## config.mk

```make
export PLATFORM = sky130hd
export DESIGN_NAME = trial_division_prime_test_core
export DESIGN_NICKNAME = d
export VERILOG_FILES = /design/src/rtl/core/tdpt_pkg.sv /design/src/rtl/core/trial_division_prime_test_core.sv
export SDC_FILE = /design/constraint.sdc
export NUM_CORES = 1
export LEC_CHECK = 0
export ABC_AREA = 1
export BUFFER_PORTS_ARGS = -buffer_cell sky130_fd_sc_hd__buf_2
export CORE_UTILIZATION = 57
export DETAILED_ROUTE_END_ITERATION = 6
export GPL_TIMING_DRIVEN = 0
export PLACE_DENSITY = 0.77
export SLEW_MARGIN = 0
export SYNTH_ARGS = -nofsm -noshare
export SYNTH_HDL_FRONTEND = slang
export SYNTH_SLANG_ARGS = --single-unit
```

## constraint.sdc

```tcl
create_clock -name clk -period 6.8 [get_ports clk]
set_input_delay 0.68 -clock clk [delete_from_list [all_inputs] [get_ports clk]]
set_output_delay 0.68 -clock clk [all_outputs]
set_load 0.1 [all_outputs]
```

## src/rtl/core/tdpt_pkg.sv

```systemverilog
// shared widths and types for the trial division prime test
`default_nettype none

package tdpt_pkg;

    // width of the candidate port
    localparam int CAND_W = 32;
    // candidate bits that take part in the test (at most CAND_W)
    localparam int WIDTH = 32;
    // trial divisor width, holds one past the integer square root
    localparam int DW = (WIDTH + 1) / 2 + 1;
    // running square of the divisor
    localparam int SQW = 2 * ((WIDTH + 1) / 2) + 1;
    // bit index into the candidate
    localparam int BCW = (WIDTH > 1) ? $clog2(WIDTH) : 1;

    typedef enum logic [3:0] {
        ST_IDLE   = 4'b0001,
        ST_CHECK  = 4'b0010,
        ST_DIVIDE = 4'b0100,
        ST_HOLD   = 4'b1000
    } state_t;

endpackage

`default_nettype wire

```

## src/rtl/core/trial_division_prime_test_core.sv

```systemverilog
// trial division prime test, top level
`default_nettype none

// One candidate word in, one is_prime word out. The block tries divisors
// 2, 3, 4, ... until one divides the candidate or the divisor squared
// exceeds the candidate; each trial compares the running square with the
// candidate, then runs a bit-serial restoring remainder over the WIDTH
// candidate bits. Zero and one report not prime. in_stall stays high from
// acceptance until the result is loaded into the output register; a result
// waiting there does not stall the input side.
module trial_division_prime_test_core (
    input  wire logic                       clk,
    input  wire logic                       rst_n,
    input  wire logic                       in_valid,
    output logic                            in_stall,
    input  wire logic [tdpt_pkg::CAND_W-1:0] candidate,
    output logic                            out_valid,
    input  wire logic                       out_stall,
    output logic                            is_prime
);

    tdpt_pkg::state_t                 state_reg, state_next;
    logic [tdpt_pkg::WIDTH-1:0]       n_reg, n_next;
    logic [tdpt_pkg::DW-1:0]          d_reg, d_next;
    logic [tdpt_pkg::SQW-1:0]         sq_reg, sq_next;
    logic [tdpt_pkg::DW-1:0]          rem_reg, rem_next;
    logic [tdpt_pkg::BCW-1:0]         bit_cnt_reg, bit_cnt_next;
    logic                             res_reg, res_next;
    logic                             out_valid_reg, out_valid_next;
    logic                             is_prime_reg, is_prime_next;

    logic                             out_free;
    logic                             fin;
    logic                             fin_val;
    logic [tdpt_pkg::DW:0]            trial;
    logic                             trial_ge;
    logic [tdpt_pkg::DW-1:0]          rem_new;

    assign in_stall  = (state_reg != tdpt_pkg::ST_IDLE);
    assign out_valid = out_valid_reg;
    assign is_prime  = is_prime_reg;
    assign out_free  = !out_valid_reg || !out_stall;

    // shared remainder step
    assign trial    = {rem_reg, n_reg[bit_cnt_reg]};
    assign trial_ge = (trial >= {1'b0, d_reg});
    assign rem_new  = trial_ge ? tdpt_pkg::DW'(trial - {1'b0, d_reg})
                               : tdpt_pkg::DW'(trial);

    always_comb
    begin
        state_next     = state_reg;
        n_next         = n_reg;
        d_next         = d_reg;
        sq_next        = sq_reg;
        rem_next       = rem_reg;
        bit_cnt_next   = bit_cnt_reg;
        res_next       = res_reg;
        out_valid_next = out_valid_reg && out_stall;
        is_prime_next  = is_prime_reg;
        fin            = 1'b0;
        fin_val        = 1'b0;

        unique case (state_reg)
            tdpt_pkg::ST_IDLE:
            begin
                if (in_valid)
                begin
                    n_next     = candidate[tdpt_pkg::WIDTH-1:0];
                    d_next     = tdpt_pkg::DW'(2);
                    sq_next    = tdpt_pkg::SQW'(4);
                    state_next = tdpt_pkg::ST_CHECK;
                end
            end
            tdpt_pkg::ST_CHECK:
            begin
                if (n_reg < tdpt_pkg::WIDTH'(2))
                begin
                    fin     = 1'b1;
                    fin_val = 1'b0;
                end
                else if (sq_reg > tdpt_pkg::SQW'(n_reg))
                begin
                    fin     = 1'b1;
                    fin_val = 1'b1;
                end
                else
                begin
                    rem_next     = '0;
                    bit_cnt_next = tdpt_pkg::BCW'(tdpt_pkg::WIDTH - 1);
                    state_next   = tdpt_pkg::ST_DIVIDE;
                end
            end
            tdpt_pkg::ST_DIVIDE:
            begin
                rem_next     = rem_new;
                bit_cnt_next = bit_cnt_reg - 1'b1;
                if (bit_cnt_reg == '0)
                begin
                    if (rem_new == '0)
                    begin
                        fin     = 1'b1;
                        fin_val = 1'b0;
                    end
                    else
                    begin
                        // (d+1)^2 = d^2 + 2d + 1
                        d_next     = d_reg + 1'b1;
                        sq_next    = sq_reg + (tdpt_pkg::SQW'(d_reg) << 1)
                                     + tdpt_pkg::SQW'(1);
                        state_next = tdpt_pkg::ST_CHECK;
                    end
                end
            end
            tdpt_pkg::ST_HOLD:
            begin
                if (out_free)
                begin
                    out_valid_next = 1'b1;
                    is_prime_next  = res_reg;
                    state_next     = tdpt_pkg::ST_IDLE;
                end
            end
            default:
            begin
                state_next = tdpt_pkg::ST_IDLE;
            end
        endcase

        if (fin)
        begin
            if (out_free)
            begin
                out_valid_next = 1'b1;
                is_prime_next  = fin_val;
                state_next     = tdpt_pkg::ST_IDLE;
            end
            else
            begin
                res_next   = fin_val;
                state_next = tdpt_pkg::ST_HOLD;
            end
        end
    end

    always_ff @(posedge clk or negedge rst_n)
    begin
        if (!rst_n)
        begin
            state_reg     <= tdpt_pkg::ST_IDLE;
            out_valid_reg <= 1'b0;
        end
        else
        begin
            state_reg     <= state_next;
            out_valid_reg <= out_valid_next;
        end
    end

    always_ff @(posedge clk)
    begin
        n_reg        <= n_next;
        d_reg        <= d_next;
        sq_reg       <= sq_next;
        rem_reg      <= rem_next;
        bit_cnt_reg  <= bit_cnt_next;
        res_reg      <= res_next;
        is_prime_reg <= is_prime_next;
    end

endmodule

`default_nettype wire

```

==> metrics.txt <==
Die H 121 um; Worst-Skew Late Latency between 300 and 400 ps; clk_skew 9.88 ps; PortBufs 38; Critical R2R Capture d_reg[1]$_SDFFCE_PN1P_; TritonCTS buffer count 9; drt via density approximately 5.6; Max-cap violations 0; CTS sink cnt 111; worst hold path type primary input to asynchronous set/reset pin; DRC violations left 0; crit-path most repeated cell nand2_1; crit path DAT approximately 4800 ps; Avg WL per Cell 15.5 um; Switching Share 49.6%; RSZ-0062 raised after global routing no; die area around 15000 um2; Least-Margin Pin Slew between 1000 and 1500 ps; ant diodes 0; status completed; total track usage approximately 28%; crit-path leading delay family simple AND/OR/NAND/NOR gates; CTS Buffer Depth 2; clk root buf clkbuf_16; HPWL after DPL about 15 mm; Synth top area share roughly 39%; FF-to-FF setup slack ~2100 ps; Final setup viols 0; Placeable Area 13500 um2; ranking of synthesized cells by area edfxtp_1, nand2_1, ha_1; Ports 39; vias post-DR ~7100; Leak Pwr between 4 and 5 nW; R2R depth 27; Sw Pwr ~2.2 mW; Avg Inst Size Synth a little under 8 um2; Max Slew Vio Count 0; initial core utilization roughly three fifths; Overflow after GRT 0; CP Capture Type flip-flop; Seq pwr share 30.4%; period utilization 69.2%; Warnings, synthesis 0; clock group share of total power between 10% and 20%; DRT Wirelength about 19 mm; sequential area share after synthesis roughly 40%; Post-DRT Antenna Nets 0; Synth Net Count 1126; FFs w/ async S/R, synth about 4.5%; Critical Setup Path Class flip-flop to flip-flop; CTS hold repair buffers 0; initial antenna violation count 0; internal power 2.20 mW; crit-path max cell delay 550 ps; pre-CTS setup slack around 2200 ps; top cells by count, synth nand2_1, inv_1, edfxtp_1; VDD IR max roughly 0.00026 V; CTS H-tree depth 3; CP max FO 16; max reg flops 33; FF-to-FF Start bit_cnt_reg[0]$_SDFFCE_PN1P_; Final GP Congestion around 0.97; Seq cells post-synth about 110; Cell Rows 42; number of buffers and inverters on the critical path 6; slowest CP cell nor3b_4; global-route wire length before repair ~31 mm; final number of hold-violating endpoints 0; post-route core utilization 65.5%; Pwr per Cell Area 495 nW/um2; fin crit period roughly 4700 ps; synthesized instance count about 1000; largest net degree at the start of global routing 33; relative slew slack between 20% and 30%; most frequent cell after synthesis nand2_1; P&R area growth vs syn 10.0%; Worst Slack Setup Final 2090 ps; 1st-iter DRT viols 750; Post-synth EDFFs 105; Unique masters post-synth 47; Clock transition at path regs around 70 ps; Synth Flop Type edfxtp_1; layout cells sized above 1 ~8.5%; Fmax 0.213 GHz; number of global-route vias before repair between 6000 and 7000; Yosys top cell by area edfxtp_1; fin nets 1178; post-CTS sizing 0; combinational power share between 50 and 60%; Post-CTS Setup Inserts 0; CTS tree built; Pre-Repair DR Iteration Count 5; CP startpoint kind flip-flop; Cell Area, Synth 8000 um2; WP data required between 6000 and 7000 ps; die width 121 um
[power groups by stage]
stage | clock network [mW] | registers [mW] | logic [mW]
CTS | 0.536 | 1.32 | 2.47
floorplan | 0 | 1.28 | 1.80
global route | 0.558 | 1.35 | 2.82
finish | 0.532 | 1.33 | 2.50
detailed placement | 0 | 1.33 | 2.45
global placement | 0 | 1.35 | 2.30
[worst max path at each step]
stage	startpoint	end	slack, ps	depth (start not counted)
2_1_floorplan	bit_cnt_reg[0]$_SDFFCE_PN1P_	d_reg[0]$_SDFFCE_PN0P_	1620	26
3_3_place_gp	bit_cnt_reg[0]$_SDFFCE_PN1P_	d_reg[1]$_SDFFCE_PN1P_	-60	25
3_5_place_dp	bit_cnt_reg[0]$_SDFFCE_PN1P_	d_reg[0]$_SDFFCE_PN0P_	2180	27
4_1_cts	bit_cnt_reg[0]$_SDFFCE_PN1P_	d_reg[2]$_SDFFCE_PN0P_	2140	27
5_1_grt	bit_cnt_reg[1]$_SDFFCE_PN1P_	d_reg[3]$_SDFFCE_PN0P_	1800	25
6_report	bit_cnt_reg[0]$_SDFFCE_PN1P_	d_reg[1]$_SDFFCE_PN1P_	2090	27
[logic make-up after synthesis]
group	Yosys count	share of synthesized area, %
simple gates	478	26.3
buf+inv	178	8.63
compound gates	172	11.5
flops	111	41.2
fa+ha+maj	70	11.1
xor+xnor	10	1.09
mux	1	0.141
[per-layer routing]
layer	up-vias	track usage (%)	share of wire, %
met5	-	0	0
met4	0	6.64	1.4
met3	26	6.04	9.8
met2	315	41.6	43
met1	3209	41.9	46
li1	3529	-	-
[cell type report]
| cell class | instances | area (um2) |
|---|---|---|
| Buffer | 14 | 75.1 |
| Clock buffer | 9 | 225 |
| Clock inverter | 7 | 65.1 |
| Fill cell | 1173 | 4650 |
| Inverter | 164 | 616 |
| Multi-Input combinational cell | 731 | 4030 |
| Sequential cell | 111 | 3300 |
| Tap cell | 176 | 220 |
| Timing Repair Buffer | 41 | 273 |
[metrics by stage]
step / cell area [um2] / hold slack, ps / cells / power [mW] / TNS (ps)
floorplan: 8010 / 384 / 1020 / 3.09 / 0
global placement: 8420 / 495 / 1234 / 3.65 / -3020
detailed placement: 8520 / 496 / 1237 / 3.78 / 0
CTS: 8810 / 103 / 1253 / 4.32 / 0
global route: 8810 / 106 / 1253 / 4.73 / 0
finish: 8810 / 106 / 1253 / 4.36 / 0
[cell usage in the layout, fill, tap and decap left out, types with 10 or more instances in the layout]
cell,netlist,routed
inv_1,162,162
buf_2,3,41
nand3_1,62,62
o21ai_0,46,46
nand2_1,234,234
nand2_2,10,10
nor3_1,22,22
nor2_1,99,98
a21oi_1,96,96
ha_1,68,68
nand4_1,15,15
edfxtp_1,105,105
Note: power is estimated with default switching activity, not from simulation.
